<file path="config.mk">
export PLATFORM = sky130hd
export DESIGN_NAME = isp_page_access_sequencer_core
export DESIGN_NICKNAME = d
export VERILOG_FILES = /design/src/hdl/ipas_pkg.sv /design/src/hdl/ipas_front.sv /design/src/hdl/ipas_queue.sv /design/src/hdl/ipas_back.sv /design/src/hdl/isp_page_access_sequencer_core.sv
export SDC_FILE = /design/constraint.sdc
export NUM_CORES = 1
export LEC_CHECK = 0
export ABC_CLOCK_PERIOD_IN_PS = 8260
export BUFFER_PORTS_ARGS = -buffer_cell sky130_fd_sc_hd__buf_2
export CAP_MARGIN = 20
export CORE_MARGIN = 5
export CORE_UTILIZATION = 30
export DETAILED_ROUTE_END_ITERATION = 10
export PLACE_DENSITY = 0.47
export SYNTH_ARGS = -nofsm -noshare
export SYNTH_HDL_FRONTEND = slang
export SYNTH_SLANG_ARGS = --single-unit
</file>
<file path="constraint.sdc">
create_clock -name clk -period 8.26 [get_ports clk]
set_input_delay 1.652 -clock clk [delete_from_list [all_inputs] [get_ports clk]]
set_output_delay 1.652 -clock clk [all_outputs]
set_load 0.01 [all_outputs]
</file>
<file path="src/hdl/ipas_pkg.sv">
// Shared types, opcodes and the page address function for the ISP page access sequencer.
// No dependencies; used by every module of the block.
package ipas_pkg;

    localparam logic [1:0] OP_LOAD_ADDR = 2'd0;
    localparam logic [1:0] OP_PROGRAM   = 2'd1;
    localparam logic [1:0] OP_READ      = 2'd2;
    localparam logic [1:0] OP_END       = 2'd3;

    localparam logic [1:0] JOB_PROG = 2'd0;
    localparam logic [1:0] JOB_READ = 2'd1;
    localparam logic [1:0] JOB_END  = 2'd2;

    localparam logic [7:0] CMD_LOAD_FLASH_LO  = 8'h40;
    localparam logic [7:0] CMD_LOAD_FLASH_HI  = 8'h48;
    localparam logic [7:0] CMD_WRITE_EEPROM   = 8'hC1;
    localparam logic [7:0] CMD_COMMIT_FLASH   = 8'h4C;
    localparam logic [7:0] CMD_COMMIT_EEPROM  = 8'hC2;
    localparam logic [7:0] CMD_READ_FLASH_LO  = 8'h20;
    localparam logic [7:0] CMD_READ_FLASH_HI  = 8'h28;
    localparam logic [7:0] CMD_READ_EEPROM    = 8'hA0;

    localparam logic [3:0] POLL_LIMIT_FLASH  = 4'd15;
    localparam logic [3:0] POLL_LIMIT_EEPROM = 4'd10;

    localparam logic [8:0] FLASH_PAGE_RESET  = 9'd64;
    localparam logic [5:0] EEPROM_PAGE_RESET = 6'd4;

    localparam logic [0:0] CFG_FLASH_PAGE  = 1'b0;
    localparam logic [0:0] CFG_EEPROM_PAGE = 1'b1;

    localparam logic       FRAME_CMD  = 1'b0;
    localparam logic       FRAME_POLL = 1'b1;

    typedef struct packed {
        logic [1:0]  mode;
        logic        flash;
        logic [15:0] addr;
        logic [7:0]  dlow;
        logic [7:0]  dhigh;
        logic        do_commit;
        logic        commit_flash;
        logic [15:0] commit_page;
    } job_t;

    typedef struct packed {
        logic       empty;
        logic       full;
    } q_status_t;

    function automatic logic [15:0] page_of(
        input logic [15:0] a,
        input logic        flash,
        input logic [8:0]  fps,
        input logic [5:0]  eps
    );
        logic [3:0] sh;
        sh = 4'd0;
        if (flash)
        begin
            case (fps)
                9'd32:   sh = 4'd4;
                9'd64:   sh = 4'd5;
                9'd128:  sh = 4'd6;
                9'd256:  sh = 4'd7;
                default: sh = 4'd0;
            endcase
        end
        else
        begin
            case (eps)
                6'd4:    sh = 4'd2;
                6'd8:    sh = 4'd3;
                6'd16:   sh = 4'd4;
                6'd32:   sh = 4'd5;
                default: sh = 4'd0;
            endcase
        end
        return a & (16'hFFFF << sh);
    endfunction

endpackage

</file>
<file path="src/hdl/ipas_front.sv">
// Front end: accepts requests, holds address/page state and config, emits frame jobs.
// Depends on ipas_pkg.
module ipas_front
    import ipas_pkg::*;
(
    input  logic        clk,
    input  logic        rst_n,
    input  logic        cfg_wr_en,
    input  logic [0:0]  cfg_index,
    input  logic [8:0]  cfg_data,
    input  logic        in_valid,
    output logic        in_ready,
    input  logic [1:0]  op,
    input  logic        is_flash,
    input  logic [15:0] new_address,
    input  logic [7:0]  data_low,
    input  logic [7:0]  data_high,
    input  q_status_t   q_status,
    output logic        push,
    output job_t        push_job
);

    logic [8:0]  flash_page_reg;
    logic [5:0]  eeprom_page_reg;
    logic [15:0] addr_reg, addr_next;
    logic        pending_reg, pending_next;
    logic        pend_flash_reg, pend_flash_next;
    logic        accept;
    logic        sel_flash;
    logic [15:0] addr_inc;
    logic [15:0] page_cur;
    logic [15:0] page_inc;
    logic        want_push;

    assign in_ready  = !q_status.full;
    assign accept    = in_valid && in_ready;
    assign addr_inc  = addr_reg + 16'd1;
    assign sel_flash = (op == OP_END) ? pend_flash_reg : is_flash;
    assign page_cur  = page_of(addr_reg, sel_flash, flash_page_reg, eeprom_page_reg);
    assign page_inc  = page_of(addr_inc, is_flash, flash_page_reg, eeprom_page_reg);
    assign push      = accept && want_push;

    always_comb
    begin
        addr_next       = addr_reg;
        pending_next    = pending_reg;
        pend_flash_next = pend_flash_reg;
        want_push       = 1'b0;
        push_job.mode         = JOB_PROG;
        push_job.flash        = is_flash;
        push_job.addr         = addr_reg;
        push_job.dlow         = data_low;
        push_job.dhigh        = data_high;
        push_job.do_commit    = 1'b0;
        push_job.commit_flash = is_flash;
        push_job.commit_page  = page_cur;
        case (op)
            OP_LOAD_ADDR:
            begin
                addr_next = new_address;
            end
            OP_PROGRAM:
            begin
                want_push          = 1'b1;
                addr_next          = addr_inc;
                push_job.do_commit = (page_cur != page_inc);
                if (page_cur != page_inc)
                begin
                    pending_next = 1'b0;
                end
                else
                begin
                    pending_next    = 1'b1;
                    pend_flash_next = is_flash;
                end
            end
            OP_READ:
            begin
                want_push     = 1'b1;
                push_job.mode = JOB_READ;
                addr_next     = addr_inc;
            end
            OP_END:
            begin
                want_push             = pending_reg;
                push_job.mode         = JOB_END;
                push_job.do_commit    = 1'b1;
                push_job.commit_flash = pend_flash_reg;
                pending_next          = 1'b0;
            end
            default:
            begin
                want_push = 1'b0;
            end
        endcase
    end

    always_ff @(posedge clk or negedge rst_n)
    begin
        if (!rst_n)
        begin
            flash_page_reg  <= FLASH_PAGE_RESET;
            eeprom_page_reg <= EEPROM_PAGE_RESET;
            addr_reg        <= 16'd0;
            pending_reg     <= 1'b0;
            pend_flash_reg  <= 1'b0;
        end
        else
        begin
            if (cfg_wr_en && cfg_index == CFG_FLASH_PAGE)
            begin
                flash_page_reg <= cfg_data;
            end
            if (cfg_wr_en && cfg_index == CFG_EEPROM_PAGE)
            begin
                eeprom_page_reg <= cfg_data[5:0];
            end
            if (accept)
            begin
                addr_reg       <= addr_next;
                pending_reg    <= pending_next;
                pend_flash_reg <= pend_flash_next;
            end
        end
    end

endmodule

</file>
<file path="src/hdl/ipas_queue.sv">
// Two-entry job queue between the front end and the frame sequencer.
// Depends on ipas_pkg.
module ipas_queue
    import ipas_pkg::*;
(
    input  logic      clk,
    input  logic      rst_n,
    input  logic      push,
    input  job_t      push_job,
    input  logic      pop,
    output job_t      head,
    output q_status_t status
);

    job_t       mem_reg [2];
    logic       wr_ptr_reg;
    logic       rd_ptr_reg;
    logic [1:0] count_reg, count_next;

    assign head         = mem_reg[rd_ptr_reg];
    assign status.empty = (count_reg == 2'd0);
    assign status.full  = (count_reg == 2'd2);

    always_comb
    begin
        count_next = count_reg;
        if (push && !pop)
        begin
            count_next = count_reg + 2'd1;
        end
        else if (pop && !push)
        begin
            count_next = count_reg - 2'd1;
        end
    end

    always_ff @(posedge clk)
    begin
        if (push)
        begin
            mem_reg[wr_ptr_reg] <= push_job;
        end
    end

    always_ff @(posedge clk or negedge rst_n)
    begin
        if (!rst_n)
        begin
            wr_ptr_reg <= 1'b0;
            rd_ptr_reg <= 1'b0;
            count_reg  <= 2'd0;
        end
        else
        begin
            count_reg <= count_next;
            if (push)
            begin
                wr_ptr_reg <= !wr_ptr_reg;
            end
            if (pop)
            begin
                rd_ptr_reg <= !rd_ptr_reg;
            end
        end
    end

endmodule

</file>
<file path="src/hdl/ipas_back.sv">
// Back end: steps through the frames of one job and drives the registered output channel.
// Depends on ipas_pkg.
module ipas_back
    import ipas_pkg::*;
(
    input  logic        clk,
    input  logic        rst_n,
    input  job_t        head,
    input  q_status_t   q_status,
    output logic        pop,
    output logic        out_valid,
    input  logic        out_ready,
    output logic        frame_kind,
    output logic [7:0]  cmd_opcode,
    output logic [7:0]  addr_high,
    output logic [7:0]  addr_low,
    output logic [7:0]  data_byte,
    output logic [3:0]  poll_limit,
    output logic        last
);

    job_t        job_reg;
    logic        job_valid_reg;
    logic [1:0]  step_reg;
    logic        out_valid_reg;
    logic        kind_reg;
    logic [7:0]  opcode_reg;
    logic [15:0] faddr_reg;
    logic [7:0]  data_reg;
    logic [3:0]  limit_reg;
    logic        last_reg;

    logic        load;
    logic [1:0]  n_data;
    logic [1:0]  rel;
    logic [1:0]  last_step;
    logic        is_last;
    logic        f_kind;
    logic [7:0]  f_opcode;
    logic [15:0] f_addr;
    logic [7:0]  f_data;
    logic [3:0]  f_limit;

    assign load    = job_valid_reg && (!out_valid_reg || out_ready);
    assign is_last = (step_reg == last_step);
    assign pop     = !q_status.empty && (!job_valid_reg || (load && is_last));
    assign n_data  = (job_reg.mode == JOB_END) ? 2'd0 : (job_reg.flash ? 2'd2 : 2'd1);
    assign rel     = step_reg - n_data;

    always_comb
    begin
        case (job_reg.mode)
            JOB_PROG: last_step = n_data - 2'd1 + (job_reg.do_commit ? 2'd2 : 2'd0);
            JOB_READ: last_step = n_data;
            default:  last_step = 2'd1;
        endcase
    end

    always_comb
    begin
        f_kind   = FRAME_CMD;
        f_opcode = 8'd0;
        f_addr   = 16'd0;
        f_data   = 8'd0;
        f_limit  = 4'd0;
        if (step_reg < n_data)
        begin
            f_addr = job_reg.addr;
            if (job_reg.mode == JOB_PROG)
            begin
                if (job_reg.flash)
                begin
                    f_opcode = step_reg[0] ? CMD_LOAD_FLASH_HI : CMD_LOAD_FLASH_LO;
                    f_data   = step_reg[0] ? job_reg.dhigh : job_reg.dlow;
                end
                else
                begin
                    f_opcode = CMD_WRITE_EEPROM;
                    f_data   = job_reg.dlow;
                end
            end
            else
            begin
                if (job_reg.flash)
                begin
                    f_opcode = step_reg[0] ? CMD_READ_FLASH_HI : CMD_READ_FLASH_LO;
                end
                else
                begin
                    f_opcode = CMD_READ_EEPROM;
                end
            end
        end
        else if (job_reg.mode != JOB_READ && rel == 2'd0)
        begin
            f_opcode = job_reg.commit_flash ? CMD_COMMIT_FLASH : CMD_COMMIT_EEPROM;
            f_addr   = job_reg.commit_page;
        end
        else
        begin
            f_kind  = FRAME_POLL;
            f_limit = job_reg.commit_flash ? POLL_LIMIT_FLASH : POLL_LIMIT_EEPROM;
        end
    end

    always_ff @(posedge clk)
    begin
        if (pop)
        begin
            job_reg <= head;
        end
        if (load)
        begin
            kind_reg   <= f_kind;
            opcode_reg <= f_opcode;
            faddr_reg  <= f_addr;
            data_reg   <= f_data;
            limit_reg  <= f_limit;
            last_reg   <= is_last;
        end
    end

    always_ff @(posedge clk or negedge rst_n)
    begin
        if (!rst_n)
        begin
            job_valid_reg <= 1'b0;
            step_reg      <= 2'd0;
            out_valid_reg <= 1'b0;
        end
        else
        begin
            if (load)
            begin
                out_valid_reg <= 1'b1;
            end
            else if (out_ready)
            begin
                out_valid_reg <= 1'b0;
            end
            if (pop)
            begin
                job_valid_reg <= 1'b1;
                step_reg      <= 2'd0;
            end
            else if (load)
            begin
                step_reg <= step_reg + 2'd1;
                if (is_last)
                begin
                    job_valid_reg <= 1'b0;
                end
            end
        end
    end

    assign out_valid  = out_valid_reg;
    assign frame_kind = kind_reg;
    assign cmd_opcode = opcode_reg;
    assign addr_high  = faddr_reg[15:8];
    assign addr_low   = faddr_reg[7:0];
    assign data_byte  = data_reg;
    assign poll_limit = limit_reg;
    assign last       = last_reg;

endmodule

</file>
<file path="src/hdl/isp_page_access_sequencer_core.sv">
// Top level of the ISP page access sequencer: front end, job queue and frame sequencer.
// Depends on ipas_pkg, ipas_front, ipas_queue and ipas_back.
//
//  channel   direction  handshake              payload
//  cfg       in         cfg_wr_en              cfg_index, cfg_data
//  in        in         in_valid / in_ready    op, is_flash, new_address, data_low, data_high
//  out       out        out_valid / out_ready  frame_kind, cmd_opcode, addr_high, addr_low,
//                                              data_byte, poll_limit, last
//
// Requests are taken one per cycle while the two-entry job queue has room.
// Each request yields 0 to 4 frames, one per cycle while out_ready is high, set by the frame sequencer step counter.
// An accepted request's first frame passes through the queue entry, the job register and the output register;
// the next queued job is taken when the last frame of the current one is loaded.
// Output stalls back up through the queue only; reset empties queue and output register.
module isp_page_access_sequencer_core
    import ipas_pkg::*;
(
    input  logic        clk,
    input  logic        rst_n,
    input  logic        cfg_wr_en,
    input  logic [0:0]  cfg_index,
    input  logic [8:0]  cfg_data,
    input  logic        in_valid,
    output logic        in_ready,
    input  logic [1:0]  op,
    input  logic        is_flash,
    input  logic [15:0] new_address,
    input  logic [7:0]  data_low,
    input  logic [7:0]  data_high,
    output logic        out_valid,
    input  logic        out_ready,
    output logic        frame_kind,
    output logic [7:0]  cmd_opcode,
    output logic [7:0]  addr_high,
    output logic [7:0]  addr_low,
    output logic [7:0]  data_byte,
    output logic [3:0]  poll_limit,
    output logic        last
);

    q_status_t q_status;
    logic      push;
    logic      pop;
    job_t      push_job;
    job_t      head;

    ipas_front u_front (
        .clk         (clk),
        .rst_n       (rst_n),
        .cfg_wr_en   (cfg_wr_en),
        .cfg_index   (cfg_index),
        .cfg_data    (cfg_data),
        .in_valid    (in_valid),
        .in_ready    (in_ready),
        .op          (op),
        .is_flash    (is_flash),
        .new_address (new_address),
        .data_low    (data_low),
        .data_high   (data_high),
        .q_status    (q_status),
        .push        (push),
        .push_job    (push_job)
    );

    ipas_queue u_queue (
        .clk      (clk),
        .rst_n    (rst_n),
        .push     (push),
        .push_job (push_job),
        .pop      (pop),
        .head     (head),
        .status   (q_status)
    );

    ipas_back u_back (
        .clk        (clk),
        .rst_n      (rst_n),
        .head       (head),
        .q_status   (q_status),
        .pop        (pop),
        .out_valid  (out_valid),
        .out_ready  (out_ready),
        .frame_kind (frame_kind),
        .cmd_opcode (cmd_opcode),
        .addr_high  (addr_high),
        .addr_low   (addr_low),
        .data_byte  (data_byte),
        .poll_limit (poll_limit),
        .last       (last)
    );

    // busy poll always closes a request
    a_poll_is_last: assert property (@(posedge clk) disable iff (!rst_n)
        out_valid && frame_kind == FRAME_POLL |-> last)
        else $error("busy poll request not marked last");

    // page commit is always followed by a poll
    a_commit_not_last: assert property (@(posedge clk) disable iff (!rst_n)
        out_valid && frame_kind == FRAME_CMD
        && (cmd_opcode == CMD_COMMIT_FLASH || cmd_opcode == CMD_COMMIT_EEPROM) |-> !last)
        else $error("page commit frame marked last");

    a_poll_limit: assert property (@(posedge clk) disable iff (!rst_n)
        out_valid |-> (frame_kind == FRAME_POLL)
            == (poll_limit == POLL_LIMIT_FLASH || poll_limit == POLL_LIMIT_EEPROM))
        else $error("poll limit inconsistent with frame kind");

    a_no_pop_empty: assert property (@(posedge clk) disable iff (!rst_n)
        pop |-> !q_status.empty)
        else $error("job queue popped while empty");

endmodule

</file>
==> impl_metrics.prom <==
# TYPE chip_impl_metric gauge
chip_impl_info{name="run_status",value="completed"} 1
chip_impl_metric{name="antenna_left",unit=""} 0
chip_impl_metric{name="io_pins",unit=""} 90
chip_impl_info{name="worstHoldPathType",value="flop to flop"} 1
chip_impl_metric{name="synth_fp_nets",unit=""} 667
chip_impl_info{name="postSynth.topFlopCell",value="sky130_fd_sc_hd__edfxtp_1"} 1
chip_impl_metric{name="finalCritPeriodShare",unit=""} 0.4620
chip_impl_metric{name="worst-r2r-setup-slack",unit="ps"} 4830
chip_impl_metric{name="accumulated_negative_setup_slack",unit="ps"} 0
chip_impl_metric{name="synth_enable_flop_cells",unit=""} 167
chip_impl_metric{name="die_height",unit="um"} 181.9
chip_impl_metric{name="maximum_number_of_pins_on_one_net_before_global_route_repair",unit=""} 46
chip_impl_info{name="timing.rr.start",value="u_back.job_reg[50]$_DFFE_PP_"} 1
chip_impl_info{name="timing_worst_setup_path_type",value="primary input to flop"} 1
chip_impl_metric{name="ys_types",unit=""} 74
chip_impl_metric{name="r2r.worst_path.cells",unit=""} 10
chip_impl_metric{name="max_clock_freq",unit="MHz"} 262.1
chip_impl_metric{name="cts-htree-levels",unit=""} 1
chip_impl_info{name="critical_path.endpoint_type",value="flop"} 1
chip_impl_metric{name="layout-area-overhead-vs-synth",unit="%"} 18.17
chip_impl_metric{name="antenna_found_initial",unit=""} 0
chip_impl_metric{name="worst-path-buf-inv",unit=""} 3
chip_impl_metric{name="critical_path.max_fanout",unit=""} 44
chip_impl_metric{name="detail_route.vias_per_cell",unit=""} 4.630
chip_impl_metric{name="setup_violations",unit=""} 0
chip_impl_metric{name="i_o_buffers",unit=""} 88
chip_impl_metric{name="gpl.final_weighted_congestion",unit=""} 0.8479
chip_impl_metric{name="ys_seq_area_frac",unit=""} 0.6819
chip_impl_metric{name="syn-cell-area",unit="um2"} 8862
chip_impl_metric{name="synth_area_per_cell",unit="um2"} 14.55
chip_impl_metric{name="grt_util_all_layers",unit=""} 0.1092
chip_impl_metric{name="design_power_total",unit="mW"} 3.684
chip_impl_metric{name="fin_crit",unit="ps"} 3816
chip_impl_metric{name="die-width",unit="um"} 181.9
chip_impl_info{name="netlist_top_cells_area",value="sky130_fd_sc_hd__edfxtp_1, sky130_fd_sc_hd__dfrtp_1, sky130_fd_sc_hd__mux2_2"} 1
chip_impl_metric{name="worst-path-stages",unit=""} 7
chip_impl_info{name="setup_repair_after_global_routing_missed_its_margin",value="false"} 1
chip_impl_metric{name="clock_skew",unit="ps"} 9.790
chip_impl_metric{name="detailedRoute.firstIterationViolations",unit=""} 272
chip_impl_metric{name="flip_flop_count_of_the_largest_register_all_copies_and_words_added",unit=""} 88
chip_impl_metric{name="tightest_pin_transition",unit="ps"} 1072
chip_impl_metric{name="share_of_post_route_cells_with_drive_strength_above_1",unit=""} 0.3170
chip_impl_metric{name="insertion_delay",unit="ps"} 500
chip_impl_info{name="hold_start",value="u_queue.count_reg[1]$_DFFE_PN0P_"} 1
chip_impl_metric{name="drc_errors",unit=""} 0
chip_impl_metric{name="cts-resized-gates",unit=""} 0
chip_impl_info{name="holdPathEnd",value="u_queue.count_reg[1]$_DFFE_PN0P_"} 1
chip_impl_info{name="synth_largest_area_cell",value="sky130_fd_sc_hd__edfxtp_1"} 1
chip_impl_metric{name="power.density",unit="nW/um2"} 351.8
chip_impl_metric{name="grt_pass1_wl",unit="mm"} 29.50
chip_impl_metric{name="netlist_instances",unit=""} 609
chip_impl_metric{name="synth.top_cell.area_share",unit=""} 0.5659
chip_impl_metric{name="vias",unit=""} 5121
chip_impl_metric{name="initial_utilization",unit=""} 0.3014
chip_impl_metric{name="floorplan.die_area",unit="um2"} 33080
chip_impl_info{name="family_of_cells_with_the_greatest_summed_delay_on_the_critical_path",value="adder cells"} 1
chip_impl_metric{name="worst-endpoint-required",unit="ps"} 8380
chip_impl_metric{name="diodes",unit=""} 0
chip_impl_metric{name="sink_count_of_the_clock_tree",unit=""} 208
chip_impl_metric{name="post-cts-setup-buffers",unit=""} 0
chip_impl_metric{name="wl",unit="mm"} 18.23
chip_impl_metric{name="total_leakage_power",unit="nW"} 3.809
chip_impl_info{name="critPathSlowestCell",value="sky130_fd_sc_hd__ha_1"} 1
chip_impl_metric{name="worst_ir_drop_vdd",unit="V"} 0.0001422
chip_impl_metric{name="postSynth.asyncResetShare",unit=""} 0.1971
chip_impl_metric{name="clock_edge_transition_at_the_registers_on_the_reported_setup_and_hold_paths",unit="ps"} 60
chip_impl_metric{name="hold_buffers",unit=""} 0
chip_impl_metric{name="yosys_warnings",unit=""} 0
chip_impl_info{name="timing.critical_path.from_type",value="primary input"} 1
chip_impl_metric{name="post_detailed_placement_half_perimeter_wirelength",unit="mm"} 12.29
chip_impl_info{name="tritoncts",value="done"} 1
chip_impl_metric{name="cts_made_buffers",unit=""} 24
chip_impl_metric{name="final_net_count",unit=""} 756
chip_impl_metric{name="grt_pass1_vias",unit=""} 5400
chip_impl_metric{name="max_cap_viols",unit=""} 0
chip_impl_info{name="r2r-end",value="u_queue.count_reg[1]$_DFFE_PN0P_"} 1
chip_impl_info{name="cts_root_buffer",value="sky130_fd_sc_hd__clkbuf_16"} 1
chip_impl_metric{name="cts_buffer_depth",unit=""} 3
chip_impl_metric{name="final_hold_violations",unit=""} 0
chip_impl_metric{name="routed_wire_length_per_instance",unit="um"} 16.48
chip_impl_metric{name="cpPeakStageDelay",unit="ps"} 880
chip_impl_metric{name="synth.ff_latch_count",unit=""} 208
chip_impl_metric{name="holdWs",unit="ps"} 492.2
chip_impl_info{name="path_cells",value="buf_2 > inv_1 > ha_1 > a21oi_1 > nor3_1 > and2_2 > buf_4"} 1
chip_impl_metric{name="min_delay_path_depth",unit=""} 1
chip_impl_metric{name="number_of_detailed_route_iterations_in_the_first_pass",unit=""} 6
chip_impl_metric{name="grt_remaining_overflow",unit=""} 0
chip_impl_metric{name="slew_headroom",unit=""} 0.2853
chip_impl_metric{name="core_area",unit="um2"} 29400
chip_impl_metric{name="finalMaxSlewViolations",unit=""} 0
chip_impl_metric{name="cp_data_arrival_time",unit="ps"} 3940
chip_impl_metric{name="core_rows",unit=""} 63
how the worst max path moves through the flow:
stage	start	slack [ps]	endpoint
2_1_floorplan	op[0]	1190	u_queue.mem_reg[0][0]$_DFFE_PP_
3_3_place_gp	op[0]	4000	u_queue.mem_reg[1][44]$_DFFE_PP_
3_5_place_dp	op[0]	3870	u_queue.mem_reg[1][42]$_DFFE_PP_
4_1_cts	op[0]	4390	u_queue.mem_reg[1][44]$_DFFE_PP_
5_1_grt	op[0]	4210	u_queue.mem_reg[1][44]$_DFFE_PP_
6_report	op[0]	4440	u_queue.mem_reg[1][44]$_DFFE_PP_
cells in the mapped netlist, drive strengths merged (2+ instances only):
master	number
a211oi	2
a21boi	2
a21o	3
a21oi	37
a22o	7
a31oi	3
a32oi	2
and2	9
and3	8
and4	2
buf	12
clkbuf	17
dfrtp	39
dfstp	2
edfxtp	167
ha	7
inv	13
mux2	60
mux2i	9
nand2	42
nand2b	5
nand3	24
nand3b	2
nand4	7
nor2	22
nor2b	14
nor3	9
nor4	9
o211ai	5
o21ai	19
o22a	2
o22ai	9
o31ai	3
or2	2
or3	3
or3b	2
or4	2
xnor2	6
xor2	8
through the flow:
stage | util | worst slack, ps | cells | instance area [um2]
after floorplan | - | 1186 | 609 | 8862
after CTS | 0.3555 | 4393 | 1105 | 10450
after global routing | 0.3562 | 4213 | 1106 | 10470
after detailed placement | 0.3297 | 3867 | 1061 | 9693
final | 0.3562 | 4444 | 1106 | 10470
after global placement | 0.3297 | 3997 | 1061 | 9693
layout make-up:
class	instances	area, um2
fill	2865	18930
inverter	13	48.80
tap	390	488.0
clock buffer	32	671.9
timing repair buffer	93	490.5
clock inverter	12	87.58
multi-input combinational	358	2641
sequential	208	6045
power by group:
part	internal (mW)	total [mW]	switching, mW
registers	1.53	1.77	0.241
clock network	0.602	1.00	0.401
logic	0.398	0.913	0.515
placed cells by master (no fill, tap or decap), drive strengths merged, types with 3 or more instances in the layout:
cell,instances
nand2,42
o21ai,19
a31oi,3
and3,8
nor2,22
nand4,7
clkbuf,32
or3,3
xnor2,6
nor2b,14
dfrtp,39
nand3,24
mux2i,9
clkinv,9
mux2,60
buf,93
nor3,9
and2,9
edfxtp,167
a21oi,37
o31ai,3
a21o,3
inv,14
nor4,9
o22ai,9
a22o,7
nand2b,5
ha,7
o211ai,5
xor2,8
routing by layer:
layer,track usage,vias to the layer above,wire (um)
met4,0.02492,0,230
met2,0.1858,110,8832
met1,0.1425,2509,8182
met5,0,-,0
met3,0.02524,23,986
li1,-,2479,-
logic make-up (layout without fill, tap and decap cells):
logic type	count (synthesis)	after routing	share of synthesized area
adder cells (fa/ha/maj)	8	8	0.01214
XOR/XNOR	14	14	0.01468
buffers and inverters	43	150	0.02259
AO/OA/AOI/OAI	99	99	0.07144
flip-flops	208	208	0.6819
multiplexers	69	69	0.08824
other	1	1	0.0004231
AND/OR/NAND/NOR	167	167	0.1086
(Power assumes the default switching activity.)
